--- src/rtl/json_string_unescape_defines.svh ---
// Assertion macros for the JSON string unescaper.
// Included by the top level; no other dependencies.
`ifndef JSON_STRING_UNESCAPE_DEFINES_SVH
`define JSON_STRING_UNESCAPE_DEFINES_SVH

// Same-cycle implication, disabled during reset.
`define JSU_ASSERT_NOW(label, clk, rst, ante, cons, msg) \
  label: assert property (@(posedge clk) disable iff (rst) (ante) |-> (cons)) \
    else $error(msg);

// Next-cycle implication, disabled during reset.
`define JSU_ASSERT_NEXT(label, clk, rst, ante, cons, msg) \
  label: assert property (@(posedge clk) disable iff (rst) (ante) |=> (cons)) \
    else $error(msg);

`endif

--- src/rtl/jsu_pkg.sv ---
// Shared types, constants and helper functions for the JSON string unescaper.
// No dependencies.
package jsu_pkg;

  typedef enum logic [1:0] {
    PH_IDLE = 2'd0,
    PH_STR  = 2'd1,
    PH_ESC  = 2'd2,
    PH_HEX  = 2'd3
  } phase_t;

  typedef enum logic [1:0] {
    KIND_DATA = 2'd0,
    KIND_DONE = 2'd1,
    KIND_ERR  = 2'd2
  } kind_t;

  localparam int MAX_RESULTS = 4;
  localparam int COUNT_W     = $clog2(MAX_RESULTS + 1);

  localparam logic [7:0] CH_QUOTE  = 8'h22;
  localparam logic [7:0] CH_BSLASH = 8'h5C;
  localparam logic [7:0] CH_SLASH  = 8'h2F;
  localparam logic [7:0] CH_SPACE  = 8'h20;
  localparam logic [7:0] CH_TAB    = 8'h09;
  localparam logic [7:0] CH_CR     = 8'h0D;
  localparam logic [7:0] CH_B      = 8'h62;
  localparam logic [7:0] CH_F      = 8'h66;
  localparam logic [7:0] CH_N      = 8'h6E;
  localparam logic [7:0] CH_R      = 8'h72;
  localparam logic [7:0] CH_T      = 8'h74;
  localparam logic [7:0] CH_U      = 8'h75;
  localparam logic [7:0] CH_BS     = 8'h08;
  localparam logic [7:0] CH_FF     = 8'h0C;
  localparam logic [7:0] CH_LF     = 8'h0A;

  localparam logic [15:0] UTF8_ONE_MAX = 16'h007F;
  localparam logic [15:0] UTF8_TWO_MAX = 16'h07FF;
  localparam logic [7:0]  UTF8_LEAD2   = 8'hC0;
  localparam logic [7:0]  UTF8_LEAD3   = 8'hE0;
  localparam logic [7:0]  UTF8_CONT    = 8'h80;

  typedef struct packed {
    phase_t      phase;
    logic [1:0]  hex_count;
    logic [15:0] code_point;
  } state_t;

  localparam state_t STATE_RESET = '{phase: PH_IDLE, hex_count: 2'd0, code_point: 16'd0};

  // All results caused by one input byte, in delivery order from entry 0.
  typedef struct packed {
    logic [COUNT_W-1:0]           count;
    logic [MAX_RESULTS-1:0][1:0]  kinds;
    logic [MAX_RESULTS-1:0][7:0]  data;
  } bundle_t;

  function automatic logic is_ws(input logic [7:0] c);
    return (c == CH_SPACE) || ((c >= CH_TAB) && (c <= CH_CR));
  endfunction

  // Hex digit value; bit 4 set when c is not a hex digit.
  function automatic logic [4:0] hex_val(input logic [7:0] c);
    logic [4:0] v;
    v = 5'h10;
    if (c >= 8'h30 && c <= 8'h39) v = {1'b0, 4'(c - 8'h30)};
    else if (c >= 8'h61 && c <= 8'h66) v = {1'b0, 4'(c - 8'h57)};
    else if (c >= 8'h41 && c <= 8'h46) v = {1'b0, 4'(c - 8'h37)};
    return v;
  endfunction

endpackage

--- src/rtl/jsu_channels.sv ---
// Valid/ready channel interfaces for the JSON string unescaper.
// No dependencies.
interface jsu_in_if;
  logic       valid;
  logic       ready;
  logic [7:0] text_byte;
  logic       end_of_text;

  modport source (output valid, output text_byte, output end_of_text, input ready);
  modport sink   (input valid, input text_byte, input end_of_text, output ready);
endinterface

interface jsu_out_if;
  logic       valid;
  logic       ready;
  logic [1:0] kind;
  logic [7:0] out_byte;
  logic       run_end;

  modport source (output valid, output kind, output out_byte, output run_end, input ready);
  modport sink   (input valid, input kind, input out_byte, input run_end, output ready);
endinterface

--- src/rtl/jsu_decode.sv ---
// Combinational decoder: next parser state and the result bundle for one byte.
// Depends on jsu_pkg.
module jsu_decode (
  input  jsu_pkg::state_t  st,
  input  logic [7:0]       c,
  input  logic             eot,
  output jsu_pkg::state_t  st_next,
  output jsu_pkg::bundle_t bundle
);
  import jsu_pkg::*;

  always_comb begin
    logic        err;
    logic        done;
    logic [1:0]  nd;
    logic [2:0][7:0] dv;
    logic [4:0]  hv;
    logic [15:0] cpn;

    st_next = st;
    err     = 1'b0;
    done    = 1'b0;
    nd      = 2'd0;
    dv      = '0;
    hv      = hex_val(c);
    cpn     = {st.code_point[11:0], hv[3:0]};

    unique case (st.phase)
      PH_IDLE: begin
        if (c == CH_QUOTE) st_next.phase = PH_STR;
        else if (!is_ws(c)) err = 1'b1;
        else if (eot) err = 1'b1;
      end
      PH_STR: begin
        if (c == CH_QUOTE) done = 1'b1;
        else if (c == CH_BSLASH) st_next.phase = PH_ESC;
        else begin
          nd    = 2'd1;
          dv[0] = c;
        end
      end
      PH_ESC: begin
        st_next.phase = PH_STR;
        unique case (c)
          CH_QUOTE, CH_BSLASH, CH_SLASH: begin nd = 2'd1; dv[0] = c;     end
          CH_B:                          begin nd = 2'd1; dv[0] = CH_BS; end
          CH_F:                          begin nd = 2'd1; dv[0] = CH_FF; end
          CH_N:                          begin nd = 2'd1; dv[0] = CH_LF; end
          CH_R:                          begin nd = 2'd1; dv[0] = CH_CR; end
          CH_T:                          begin nd = 2'd1; dv[0] = CH_TAB; end
          CH_U: begin
            st_next.phase      = PH_HEX;
            st_next.hex_count  = 2'd0;
            st_next.code_point = 16'd0;
          end
          default: err = 1'b1;
        endcase
      end
      PH_HEX: begin
        if (hv[4]) begin
          err = 1'b1;
        end else begin
          st_next.code_point = cpn;
          if (st.hex_count == 2'd3) begin
            st_next.hex_count = 2'd0;
            st_next.phase     = PH_STR;
            if (cpn <= UTF8_ONE_MAX) begin
              nd    = 2'd1;
              dv[0] = cpn[7:0];
            end else if (cpn <= UTF8_TWO_MAX) begin
              nd    = 2'd2;
              dv[0] = UTF8_LEAD2 | {3'b000, cpn[10:6]};
              dv[1] = UTF8_CONT  | {2'b00, cpn[5:0]};
            end else begin
              nd    = 2'd3;
              dv[0] = UTF8_LEAD3 | {4'b0000, cpn[15:12]};
              dv[1] = UTF8_CONT  | {2'b00, cpn[11:6]};
              dv[2] = UTF8_CONT  | {2'b00, cpn[5:0]};
            end
          end else begin
            st_next.hex_count = st.hex_count + 2'd1;
          end
        end
      end
      default: err = 1'b1;
    endcase

    // Text that runs out anywhere but idle leaves the string unterminated.
    if (!done && !err && eot && (st_next.phase != PH_IDLE)) err = 1'b1;

    if (done || err) st_next = STATE_RESET;

    bundle       = '0;
    bundle.count = COUNT_W'(nd) + COUNT_W'(done | err);
    for (int i = 0; i < 3; i++) begin
      if (i < int'(nd)) begin
        bundle.kinds[i] = KIND_DATA;
        bundle.data[i]  = dv[i];
      end
    end
    if (done || err) begin
      bundle.kinds[nd] = done ? KIND_DONE : KIND_ERR;
      bundle.data[nd]  = 8'h00;
    end
  end

endmodule

--- src/rtl/json_string_unescape.sv ---
// Top level of the JSON string unescaper: parser state, result register, serializer.
// Depends on jsu_pkg, jsu_channels (jsu_in_if, jsu_out_if), jsu_decode and the
// assertion macros in json_string_unescape_defines.svh.
//
//   channel  direction  payload                        accepted when
//   text     sink       text_byte, end_of_text         text.valid && text.ready
//   result   source     kind, out_byte, run_end        result.valid && result.ready
//
// A text byte is decoded in the cycle it is accepted, and its zero to four results
// wait in the result register and leave one per cycle while result.ready is high, so a
// stream with at most one result per byte runs at one byte per cycle. A byte with k > 1
// results holds the text channel while the register drains. Reset is synchronous, with
// no clearing pass. A stalled result consumer stalls text as soon as the register holds
// any result, since a new byte is taken only as the last leaves.
`include "json_string_unescape_defines.svh"

module json_string_unescape (
  input logic       clk,
  input logic       rst,
  jsu_in_if.sink    text,
  jsu_out_if.source result
);
  import jsu_pkg::*;

  state_t  st;
  state_t  st_next;
  bundle_t bundle;

  // Result register: remaining count plus the entries still to deliver,
  // with the next one always in entry 0.
  logic [COUNT_W-1:0]          rem;
  logic [MAX_RESULTS-1:0][1:0] kinds;
  logic [MAX_RESULTS-1:0][7:0] data;

  logic load;
  logic take;

  jsu_decode u_decode (
    .st      (st),
    .c       (text.text_byte),
    .eot     (text.end_of_text),
    .st_next (st_next),
    .bundle  (bundle)
  );

  assign take = result.valid && result.ready;
  assign load = text.valid && text.ready;

  // The register can take a new bundle when empty, or when its last entry
  // leaves in this same cycle.
  assign text.ready = (rem == COUNT_W'(0)) || (take && (rem == COUNT_W'(1)));

  assign result.valid    = (rem != COUNT_W'(0));
  assign result.kind     = kinds[0];
  assign result.out_byte = data[0];
  assign result.run_end  = (rem == COUNT_W'(1));

  always_ff @(posedge clk) begin
    if (rst) begin
      st  <= STATE_RESET;
      rem <= '0;
    end else begin
      if (load) st <= st_next;
      if (load) begin
        rem <= bundle.count;
      end else if (take) begin
        rem <= rem - COUNT_W'(1);
      end
    end
  end

  // Payload side needs no reset.
  always_ff @(posedge clk) begin
    if (load) begin
      kinds <= bundle.kinds;
      data  <= bundle.data;
    end else if (take) begin
      kinds <= {2'b00, kinds[MAX_RESULTS-1:1]};
      data  <= {8'h00, data[MAX_RESULTS-1:1]};
    end
  end

  // A new byte is only taken over pending results when the last one leaves.
  `JSU_ASSERT_NOW(a_no_overwrite, clk, rst, load && (rem != COUNT_W'(0)), take && (rem == COUNT_W'(1)), "text accepted over pending results")
  // Completion and error always close the run of results for their byte.
  `JSU_ASSERT_NOW(a_tail_last, clk, rst, result.valid && (result.kind != KIND_DATA), result.run_end, "completion or error not last in run")
  // Draining without a load removes exactly one result.
  `JSU_ASSERT_NEXT(a_drain_one, clk, rst, take && !load, rem == $past(rem) - COUNT_W'(1), "result count did not drop by one")

endmodule

--- src/flat_wrapper.sv ---
// flat-port wrapper written by rule: the top's interface ports become plain ports
module json_string_unescape_flat import jsu_pkg::*;
  (clk, rst, text_valid, text_text_byte, text_end_of_text, text_ready, result_valid, result_kind, result_out_byte, result_run_end, result_ready);
  jsu_in_if text_i ();
  jsu_out_if result_i ();
  input logic clk;
  input logic rst;
  input wire logic [$bits(text_i.valid)-1:0] text_valid;
  input wire logic [$bits(text_i.text_byte)-1:0] text_text_byte;
  input wire logic [$bits(text_i.end_of_text)-1:0] text_end_of_text;
  output wire logic [$bits(text_i.ready)-1:0] text_ready;
  output wire logic [$bits(result_i.valid)-1:0] result_valid;
  output wire logic [$bits(result_i.kind)-1:0] result_kind;
  output wire logic [$bits(result_i.out_byte)-1:0] result_out_byte;
  output wire logic [$bits(result_i.run_end)-1:0] result_run_end;
  input wire logic [$bits(result_i.ready)-1:0] result_ready;
  assign text_i.valid = text_valid;
  assign text_i.text_byte = text_text_byte;
  assign text_i.end_of_text = text_end_of_text;
  assign text_ready = text_i.ready;
  assign result_valid = result_i.valid;
  assign result_kind = result_i.kind;
  assign result_out_byte = result_i.out_byte;
  assign result_run_end = result_i.run_end;
  assign result_i.ready = result_ready;
  json_string_unescape u_core (.clk(clk), .rst(rst), .text(text_i), .result(result_i));
endmodule
--- config.mk ---
export PLATFORM = sky130hd
export DESIGN_NAME = json_string_unescape_flat
export DESIGN_NICKNAME = d
export VERILOG_FILES = /design/src/rtl/jsu_pkg.sv /design/src/rtl/jsu_channels.sv /design/src/rtl/jsu_decode.sv /design/src/rtl/json_string_unescape.sv /design/src/flat_wrapper.sv
export VERILOG_INCLUDE_DIRS = /design/src /design/src/rtl
export SDC_FILE = /design/constraint.sdc
export NUM_CORES = 1
export LEC_CHECK = 0
export ABC_AREA = 1
export BUFFER_PORTS_ARGS = -buffer_cell sky130_fd_sc_hd__buf_2
export CORE_ASPECT_RATIO = 0.5
export CORE_MARGIN = 4
export CORE_UTILIZATION = 61
export DETAILED_ROUTE_END_ITERATION = 12
export PLACE_DENSITY = 0.81
export REMOVE_ABC_BUFFERS = 1
export SYNTH_ARGS = -nofsm -noshare
export SYNTH_HDL_FRONTEND = slang
export SYNTH_SLANG_ARGS = --single-unit
--- constraint.sdc ---
create_clock -name clk -period 4.5 [get_ports clk]
set_clock_uncertainty 0.2 [all_clocks]
set_input_delay 1.35 -clock clk [delete_from_list [all_inputs] [get_ports clk]]
set_output_delay 1.35 -clock clk [all_outputs]
set_load 0.01 [all_outputs]
; Word-level counts from Yosys, hierarchy flattened
; Cells that the tools add are included.
[word_totals]
reg_bits = 59
elab_cells = 136
[classes]
n_eq_ne = 17
reduce_logical = 26
muxes = 56
bitwise = 4
n_addsub = 6
magnitude_cmp = 15
[op_table]
columns = cell, count
row1 = 2-to-1 mux 8 bit, 10
row2 = 2-to-1 mux 32 bit, 2
row3 = 2-to-1 mux 20 bit, 3
row4 = "== test 8 x 7 -> 1 bit, second input constant", 7
row5 = 2-to-1 mux 24 bit, 2
row6 = one-hot mux 8 bit (6 select lines), 1
row7 = 2-to-1 mux 40 bit, 1
row8 = one-hot mux 18 bit (2 select lines), 1
row9 = bitwise AND 24 x 32 -> 32 bit, 1
row10 = 2-to-1 mux 16 bit, 2
row11 = inverter 32 bit, 1
row12 = "== test 8 x 6 -> 1 bit, second input constant", 3
row13 = one-hot mux 8 bit (3 select lines), 1
row14 = 2-to-1 mux 2 bit, 10
row15 = demux 8 bit (select 2 bit), 1
row16 = "greater-or-equal comparator 8 x 7 -> 1 bit, second input constant", 2
row17 = "<= comparator 16 x 11 -> 1 bit, second input constant", 1
row18 = "<= comparator 16 x 7 -> 1 bit, second input constant", 1
row19 = "<= comparator 8 x 7 -> 1 bit, second input constant", 2
row20 = 2-to-1 mux 5 bit, 3
row21 = 2-to-1 mux 14 bit, 1
row22 = 2-to-1 mux 1 bit, 12
row23 = logical AND 1 bit, 11
row24 = OR reduction 9 bit, 1
row25 = other kinds (34), 44

; Longest topological paths before layout
; Gate-level depths: netlist of the first run.
[depth]
word_depth = 19
depth_mapped = 18

; Cells and area by module
; A second synthesis of the first run with hierarchy kept.
[hier_totals]
cells_unflattened = 616
area_unflattened_um2 = 4408.0
[by_module_without_submodules]
columns = module, n_inst, area_per_inst_um2, seq_area_each_um2, cells_per_inst
row1 = json_string_unescape, 1, 2720.1, 1661.6, 293
row2 = jsu_decode, 1, 1687.9, 0.0, 323

; Worst setup path before layout of the first run
; OpenSTA, ideal clock, no wires.
[synth_path]
kind = input -> register
from = input text_text_byte[0]
to = register u_core.rem[1]
setup_slack_ns = 0.933
cell_stages = 16
n_path_buf = 1
arrival_time_ns = 3.251
required_ns = 4.184
setup_time_ns = 0.116
cell_sequence = inv_1 > ha_1 > nor2_1 > nand2_1 > nand3_2 > nand3_4 > nand2_2 > nor2_4 > buf_6 > nand3_4 > ha_1 > ha_1 > nand2_1 > o21ai_0 > o211ai_1 > inv_1
[synth_via]
elab_chain_cells = 15
word_cells_on_any_way = 64
[synth_lines]
columns = element, line_no
row1 = start: declaration, flat_wrapper.sv:9  ; input wire logic [$bits(text_i.text_byte)-1:0] text_text_byte;
row2 = "parallel branches: the longest is 13 deep, another holds <= comparator 16 x 11 -> 1 bit", --
row3 = adder 2 x 1 -> 3 bit (*), jsu_decode.sv:94  ; bundle.count = COUNT_W'(nd) + COUNT_W'(done | err);
row4 = 2-to-1 mux 3 bit (*), json_string_unescape.sv:64  ; if (load) begin
row5 = end signal: assignment, json_string_unescape.sv:65  ; rem <= bundle.count;
row6 = end signal: assignment, json_string_unescape.sv:67  ; rem <= rem - COUNT_W'(1);
row7 = end: declaration, json_string_unescape.sv:31  ; logic [COUNT_W-1:0] rem;
; Mark *: on every way between the ends. The select of a mux whose other input is x is not followed.
; A chain may end at the register's enable or synchronous reset.

; Final worst setup path of the first run
; Same ends and word-level chain as after synthesis.

==> results of run 1 <==
==> per-layer routing <==
metal / vias to the layer above / GRT usage / share of wire
met3: 13 / 0.0847 / 0.12
met1: 1399 / 0.367 / 0.47
met5: - / 0 / 0
met2: 162 / 0.395 / 0.41
met4: 0 / 0.0308 / 0.0063
li1: 1539 / - / -
==> cells in the mapped netlist (6+ instances only) <==
library cell,count,area share
nor2_2,6,0.011
edfxtp_1,30,0.26
nor2_1,66,0.073
nand2_1,123,0.14
inv_2,8,0.0088
o21ai_0,20,0.029
nand2_4,6,0.020
nand4_1,15,0.028
nand3_1,25,0.037
clkbuf_1,8,0.0088
inv_1,48,0.053
a21oi_1,11,0.016
nand2_2,6,0.011
ha_1,11,0.040
buf_4,13,0.029
dfxtp_1,19,0.11
==> cell type report <==
type	instances	area share
clock buffers	6	0.0260
clock inverters	2	0.00381
inverters	57	0.0600
multi-input cells	333	0.486
flip-flops and latches	49	0.355
well taps	70	0.0243
repair buffers	30	0.0451
==> cell usage in the layout (no fill, tap or decap), types with 8 or more instances in the layout <==
cell type,Yosys,final
ha_1,11,11
edfxtp_1,30,30
buf_2,1,25
nand4_1,15,15
dfxtp_1,19,19
o21ai_0,20,20
a21oi_1,11,11
nand2_1,123,123
nand3_1,25,25
nor2_1,66,66
inv_2,8,8
inv_1,48,48
==> kinds of logic (layout without fill, tap and decap cells) <==
group,count (synthesis),in the layout
flops,49,49
simple gates,262,262
other cells,1,1
fa+ha+maj,11,11
buf+inv,81,95
compound gates,57,57
xor+xnor,2,2
==> where the power goes <==
| part | internal (mW) | total, mW | switching, mW |
|---|---|---|---|
| registers | 0.717 | 0.794 | 0.0767 |
| clock network | 0.145 | 0.314 | 0.169 |
| logic | 0.233 | 0.761 | 0.528 |
==> critical path: stages <==
cell	delay, ns
buf_2	0.14
inv_1	0.12
ha_1	0.24
nor2_1	0.13
nand2_1	0.10
nand3_2	0.22
nand2_4	0.17
nand2_4	0.16
nor2_8	0.07
nand2_1	0.09
nand3_1	0.19
ha_1	0.25
ha_1	0.26
nand2_1	0.06
o21ai_0	0.07
o211ai_1	0.18
inv_1	0.06
==> sequential cells by signal, indices dropped and copies added (netlist names) <==
| register | cells |
|---|---|
| u_core.rem | 3 |
| u_core.st | 16 |
| u_core.data | 14 |
| u_core.kinds | 6 |
| u_core.result.out_byte | 8 |
| u_core.result.kind | 2 |
==> path summary, 6_finish.rpt <==
path                                end  depth (start not counted)
min          u_core.st[11]$_SDFFE_PP0P_                          2
min reg2reg  u_core.st[11]$_SDFFE_PP0P_                          2
max          u_core.rem[1]$_SDFFE_PP0P_                         17
max reg2reg  u_core.rem[1]$_SDFFE_PP0P_                         12
==> flow_summary.yaml, run 1 <==
run_status:
  status: "completed"
clocking:
  htreeDepth: 2
  cts_max_path_buffers: 2
  cts_buffers: 5
  cts_tree: "done"
  clkLatencyLatePin_ns: 0.31
  hold_buffers: 0
  cts-root-buf: "clkbuf_8"
  clk_pin_slew_worst_paths_ns: 0.11
  cts_setup_buffers: 0
  post_cts_resized: 0
  cts_num_sinks: 49
grt:
  grt_usage: 0.257
  grt_pass1_wl_um: 13600
  grt_max_degree: 33
  grt_pass1_vias: 2722
  grt_overflow: 0
  antenna_found_initial: 0
sta:
  setup_viol_count_final: 0
  hold_viol: 0
  fin_crit_sh: 0.854
  relSlewSlack: 0.195
  drv_slew: 0
  fmax_mhz: 260
  worst_pin_slew_ns: 1.21
  fin_setup_tns_ns: 0
  min_period_ns: 3.84
  fin_ws_ns: 0.657
  grt_setup_unrepaired: "false"
  whs_ns: 0.301
critical_path:
  arrival_ns: 3.86
  critPathCaptureType: "flip-flop"
  critPathLaunch: "text_text_byte[0]"
  cp_max_fo: 12
  r2r_slack_ns: 1.68
  criticalPathCategory: "input port to flip-flop"
  required_ns: 4.52
  r2r_start: "u_core.st[19]$_SDFFE_PP0P_"
  critPathLaunchType: "input port"
power:
  peakVddDrop_uv: 614
  power_mw: 1.87
  power_density_mw_per_mm2: 518
  p_leak_nw: 1.66
detailed_routing:
  num_vias: 3113
  drt_iter0_markers: 353
  dr.pass1.iters: 5
  drt-total-wl_um: 8720
  ant_nets: 0
  drc: 0
  avgRoutedWirePerCell_um: 15.9
  viasPerCell: 5.69
synth:
  synthMuxAreaShare: 0
  synth_top_family_by_area: "simple AND/OR/NAND/NOR gates"
  synth_xor_area_frac: 0.00514
  synthSimpleGateAreaFrac: 0.361
  yosysWarnings: 0
  seq_area_frac_synth: 0.376
  synth_fa_ha_area_frac: 0.0404
  synth_compound_area_frac: 0.107
  ys_ff_latch: 49
  synth_edf_count: 30
  synth_area_per_cell_um2: 7.36
  synthCells: 463
  netlist_area_mm2: 0.00341
  synth_flop_cell: "edfxtp_1"
  synth_cell_types: 41
  synthArstFlopShare: 0
placement:
  post_dp_cell_area_mm2: 0.00350
  portBuffers: 25
  placed_cells: 539
  dp_slack_ns: 0.394
  hpwl_um: 6600
  place.gp.congestion: 0.973
die:
  num_rows: 18
  dieArea_mm2: 0.00692
  die_h_um: 60.8
  core_area_mm2: 0.00516
  start_util: 0.661
  ios: 26
  die_w_um: 114
finish:
  seqCellArea_mm2: 0.00128
  fillers: 456
  diodes: 0
  synthToLayoutAreaGrowth_pct: 5.95
  nets: 500
  drive_above_1_share: 0.164
  finalNonFillerCells: 547
  multi_input_area_mm2: 0.00175
  finalCoreUtilization: 0.700
  final_area_mm2: 0.00361
min_path:
  hold_path_class: "flip-flop to flip-flop"
  min-delay-start: "u_core.st[11]$_SDFFE_PP0P_"
run:
  drv_cap: 0
No activity file was read; power rests on OpenSTA's default activity.
==> run 2: changes to the inputs <==
--- a/config.mk
+++ b/config.mk
@@ -12,8 +12,8 @@
 export CORE_MARGIN = 4
 export CORE_UTILIZATION = 61
 export DETAILED_ROUTE_END_ITERATION = 12
+export HOLD_SLACK_MARGIN = 0.15
 export PLACE_DENSITY = 0.81
-export REMOVE_ABC_BUFFERS = 1
 export SYNTH_ARGS = -nofsm -noshare
 export SYNTH_HDL_FRONTEND = slang
 export SYNTH_SLANG_ARGS = --single-unit
==> run 2 against run 1 <==
  * Clock power decreased by 16%
  * Critical endpoint unchanged
  * Hold slack lost 0.0026 ns
  * Largest cell class unchanged
  * Register-to-register slack got worse by 0.02 ns
  * Highest routed layer unchanged
  * Combinational power decreased by 1%
  * Count of clock-buffer cells in the layout is 1 higher
==> flow_summary.yaml, run 2 (synthesis gave the netlist of run 1 again) <==
critical_path:
  critPathMaxStageDelay_ns: 0.30
  critPathCaptureType: "flip-flop"
  arrival_ns: 3.86
  critPathTopFamily: "simple AND/OR/NAND/NOR gates"
  critPathLaunchType: "input port"
  crit_chain: "buf_2 -> inv_1 -> ha_1 -> nor2_1 -> nand2_1 -> nand2_1 -> o21ai_0 -> nand2_1 -> nand2_1 -> nand2_2 -> nor2_4 -> nand3_4 -> ha_1 -> ha_1 -> nand2_1 -> o21ai_0 -> o211ai_1 -> inv_1"
  r2r_slack_ns: 1.66
  cpMaxStageDelayCell: "o21ai_0"
  criticalPathCategory: "input port to flip-flop"
  cp_max_fo: 11
  path_common_cell: "nand2_1"
  critPathBufInv: 3
  required_ns: 4.50
power:
  p_leak_nw: 1.64
  switching_power_uw: 748
  pwr-share-seq: 0.438
  power.share.switching: 0.413
  intPower_mw: 1.06
  comb_power_share: 0.417
  clkPwrFrac: 0.146
  peakVddDrop_uv: 689
  power_density_mw_per_mm2: 504
grt:
  grt_usage: 0.249
  grt_overflow: 0
  grt_pass1_wl_um: 13400
  grt_max_degree: 33
  grt_pass1_vias: 2709
  antenna_found_initial: 0
placement:
  hpwl_um: 6260
  dp_slack_ns: 0.402
  post_dp_cell_area_mm2: 0.00350
  portBuffers: 25
  placed_cells: 539
  place.gp.congestion: 0.966
finish:
  seqCellArea_mm2: 0.00128
  nets: 500
  layout_commonest_cell: "nand2_1"
  fillers: 457
  finalNonFillerCells: 547
  diodes: 0
  largest_reg_flops: 16
  regMostFlops: "u_core.st"
  final_area_mm2: 0.00359
  drive_above_1_share: 0.159
  multi_input_area_mm2: 0.00175
  synthToLayoutAreaGrowth_pct: 5.25
  final_cell_mix: "nand2_1, nor2_1, inv_1"
sta:
  worst_pin_slew_ns: 1.18
  grt_setup_unrepaired: "false"
  min_period_ns: 3.86
  whs_ns: 0.299
  relSlewSlack: 0.215
  hold_viol: 0
  setup_viol_count_final: 0
  fin_crit_sh: 0.858
  fin_setup_tns_ns: 0
  fmax_mhz: 259
  fin_ws_ns: 0.640
  drv_slew: 0
clocking:
  hold_buffers: 0
  clkLatencyLatePin_ns: 0.30
  cts-root-buf: "clkbuf_8"
  post_cts_resized: 0
  htreeDepth: 2
  cts_tree: "done"
  cts_max_path_buffers: 2
  cts_buffers: 5
  cts_setup_buffers: 0
  cts_num_sinks: 49
  clk_pin_slew_worst_paths_ns: 0.09
die:
  ios: 26
  start_util: 0.661
  core_area_mm2: 0.00516
  die_h_um: 60.8
  num_rows: 18
  die_w_um: 114
  dieArea_mm2: 0.00692
min_path:
  hold_path_class: "flip-flop to flip-flop"
detailed_routing:
  drt_iter0_markers: 305
  viasPerCell: 5.51
  num_vias: 3015
  avgRoutedWirePerCell_um: 15.0
  drt-total-wl_um: 8220
  ant_nets: 0
  drc: 0
  dr.pass1.iters: 5
run:
  drv_cap: 0
run_status:
  status: "completed"
synth:
  syn_nets: 487
## run 2: cell count changes in the layout (fill, tap and decap cells not counted)
cell	change
clkbuf_16	-1
clkbuf_1	+2
clkinv_2	-1
clkinvlp_4	+1
inv_6	-1
## run 2: path summary, 6_finish.rpt
check / from / endpoint / cells after the start
max: text_text_byte[0] / u_core.rem[1]$_SDFFE_PP0P_ / 18
min: u_core.st[17]$_SDFFE_PP0P_ / u_core.st[17]$_SDFFE_PP0P_ / 2
max reg2reg: u_core.st[19]$_SDFFE_PP0P_ / u_core.rem[1]$_SDFFE_PP0P_ / 12
min reg2reg: u_core.st[17]$_SDFFE_PP0P_ / u_core.st[17]$_SDFFE_PP0P_ / 2
## run 2: metrics by stage
stage                util  total power, mW
global route        0.695             1.95
CTS                 0.695             1.80
finish              0.695             1.81
floorplan               -             1.38
detailed placement  0.679             1.55
global placement    0.679             1.53
## run 2: per-layer routing
layer,wire (um),global-route usage,up-vias
met4,87,0.0325,0
met2,3170,0.362,133
met3,835,0.0627,13
li1,-,-,1542
met5,0,0,-
met1,4120,0.381,1327
## run 2: cell type report
cell class | count | area share
clock buffer | 7 | 0.0213
clock inverter | 1 | 0.00209
tap | 70 | 0.0244
timing repair buffer | 30 | 0.0454
inverter | 57 | 0.0604
sequential | 49 | 0.357
multi-input combinational | 333 | 0.489
## run 2: power by group through the flow
| stage | combinational, mW | sequential [mW] | clock [mW] |
|---|---|---|---|
| 3_5_place_dp | 0.746 | 0.801 | 0 |
| 5_1_grt | 0.854 | 0.806 | 0.285 |
| 2_1_floorplan | 0.601 | 0.775 | 0 |
| 3_3_place_gp | 0.735 | 0.793 | 0 |
| 4_1_cts | 0.749 | 0.791 | 0.263 |
| 6_report | 0.753 | 0.791 | 0.264 |
## run 2: worst min-delay path: stages, from the launching register on
cell     delay, ns
dfxtp_1       0.32
nor2_1        0.10
nor2_1        0.05
==> run 3: changes to the inputs <==
--- a/config.mk
+++ b/config.mk
@@ -7,13 +7,14 @@
 export NUM_CORES = 1
 export LEC_CHECK = 0
 export ABC_AREA = 1
-export BUFFER_PORTS_ARGS = -buffer_cell sky130_fd_sc_hd__buf_2
 export CORE_ASPECT_RATIO = 0.5
 export CORE_MARGIN = 4
-export CORE_UTILIZATION = 61
+export CORE_UTILIZATION = 64
 export DETAILED_ROUTE_END_ITERATION = 12
-export HOLD_SLACK_MARGIN = 0.15
-export PLACE_DENSITY = 0.81
+export DONT_BUFFER_PORTS = 1
+export HOLD_SLACK_MARGIN = 0.12
+export PLACE_DENSITY = 0.8
+export SKIP_CTS_REPAIR_TIMING = 1
 export SYNTH_ARGS = -nofsm -noshare
 export SYNTH_HDL_FRONTEND = slang
 export SYNTH_SLANG_ARGS = --single-unit
==> run 3 against run 2 <==
  * First-iteration DRC count grew 15%
  * Global-route usage grew 3.7 points
  * Flip-flop and latch count is the same
  * Setup slack gained 0.22 ns
  * Critical path type unchanged
  * Die area shrank 4.2%
  * Sequential share of layout area grew 1.2 points
  * Wire length grew 12%
  * Sequential power grew 4.9%
  * Final cell count shrank 4.9%
  * Register-to-register slack lost 0.02 ns
  * Largest cell class unchanged
==> flow_summary.yaml, run 3 (synthesis gave the netlist of run 1 again) <==
grt:
  antenna_found_initial: 0
  grt_overflow: 0
  grt_pass1_vias: 2901
  grt_usage: 0.286
  grt_max_degree: 33
  grt_pass1_wl_um: 14800
finish:
  final_cell_mix: "nand2_1, nor2_1, inv_1"
  diodes: 0
  layout_commonest_cell: "nand2_1"
  multi_input_area_mm2: 0.00175
  fillers: 402
  nets: 473
  seqCellArea_mm2: 0.00128
  largest_reg_flops: 16
  synthToLayoutAreaGrowth_pct: 1.80
  drive_above_1_share: 0.111
  regMostFlops: "u_core.st"
sta:
  grt_setup_unrepaired: "false"
  fin_setup_tns_ns: 0
  hold_viol: 0
  fin_crit_sh: 0.808
  fin_ws_ns: 0.864
  fmax_mhz: 275
  drv_slew: 0
  relSlewSlack: 0.197
  worst_pin_slew_ns: 1.20
  setup_viol_count_final: 0
  min_period_ns: 3.64
clocking:
  cts_num_sinks: 49
  clkLatencyLatePin_ns: 0.31
  cts_tree: "done"
  cts_max_path_buffers: 2
  cts-root-buf: "clkbuf_8"
  cts_buffers: 5
  htreeDepth: 2
  clk_pin_slew_worst_paths_ns: 0.10
detailed_routing:
  drt_iter0_markers: 350
  num_vias: 3128
  ant_nets: 0
  avgRoutedWirePerCell_um: 17.7
  dr.pass1.iters: 5
  drt-total-wl_um: 9210
  drc: 0
  viasPerCell: 6.02
placement:
  place.gp.congestion: 0.970
  portBuffers: 0
  hpwl_um: 7080
  dp_slack_ns: 0.578
critical_path:
  arrival_ns: 3.65
  critPathCaptureType: "flip-flop"
  criticalPathCategory: "input port to flip-flop"
  cp_max_fo: 12
  required_ns: 4.52
  critPathLaunchType: "input port"
run_status:
  status: "completed"
die:
  start_util: 0.675
  ios: 26
  core_area_mm2: 0.00504
  dieArea_mm2: 0.00663
  num_rows: 18
  die_h_um: 59.6
  die_w_um: 111
run:
  drv_cap: 0
min_path:
  hold_path_class: "flip-flop to flip-flop"
power:
  power_density_mw_per_mm2: 526
  peakVddDrop_uv: 576
  p_leak_nw: 1.55
synth:
  syn_nets: 487
run 3: cell types whose count changed in the layout (fill, tap and decap cells not counted):
| cell | delta |
|---|---|
| inv_6 | +1 |
| buf_4 | -2 |
| buf_2 | -25 |
| clkinvlp_4 | -1 |
| clkbuf_1 | -1 |
| clkbuf_16 | +1 |
run 3: power by group:
part	switching (mW)	total, mW	internal [mW]	leakage (nW)
registers	0.109	0.830	0.721	0.456
logic	0.501	0.691	0.191	1.04
clock network	0.156	0.302	0.146	0.0540
run 3: layout make-up:
type / instances / area share
repair buffers: 3 / 0.00649
flip-flops and latches: 49 / 0.369
inverters: 57 / 0.0624
clock buffers: 7 / 0.0281
clock inverters: 1 / 0.00253
multi-input cells: 333 / 0.506
well taps: 70 / 0.0253
run 3: through the flow:
step | hold slack [ns] | instances | total power, mW | util | cell area (um^2)
finish | 0.310 | 520 | 1.82 | 0.688 | 3470
global route | 0.334 | 520 | 1.94 | 0.688 | 3470
CTS | 0.307 | 520 | 1.81 | 0.688 | 3470
detailed placement | 0.278 | 512 | 1.51 | 0.666 | 3360
global placement | 0.273 | 512 | 1.47 | 0.666 | 3360
floorplan | 0.250 | 463 | 1.38 | - | 3410
run 3: path summary, 6_finish.rpt:
check,start,end,slack (ns),cells past startpoint
setup / recovery,text_text_byte[0],u_core.rem[1]$_SDFFE_PP0P_,0.86,16
hold / removal,u_core.st[17]$_SDFFE_PP0P_,u_core.st[17]$_SDFFE_PP0P_,0.31,2
setup reg to reg,u_core.st[19]$_SDFFE_PP0P_,u_core.rem[1]$_SDFFE_PP0P_,1.64,12
hold reg to reg,u_core.st[17]$_SDFFE_PP0P_,u_core.st[17]$_SDFFE_PP0P_,0.31,2
run 3: layer usage:
layer	vias up	track usage	part of all wire
met4	0	0.0555	0.014
met5	-	0	0
met1	1451	0.410	0.45
li1	1480	-	-
met2	174	0.432	0.42
met3	23	0.0877	0.12
run 3: worst max-delay path, stage by stage:
cell and delay (ns):
inv_1 0.14, ha_1 0.22, nor2_1 0.07, nand2_1 0.09, nand3_2 0.20, nand2_4 0.23
nand2_4 0.13, nor2_8 0.18, nand2_1 0.10, nand3_1 0.19, ha_1 0.19, ha_1 0.23
nand2_1 0.07, o21ai_0 0.07, o211ai_1 0.15, inv_1 0.05
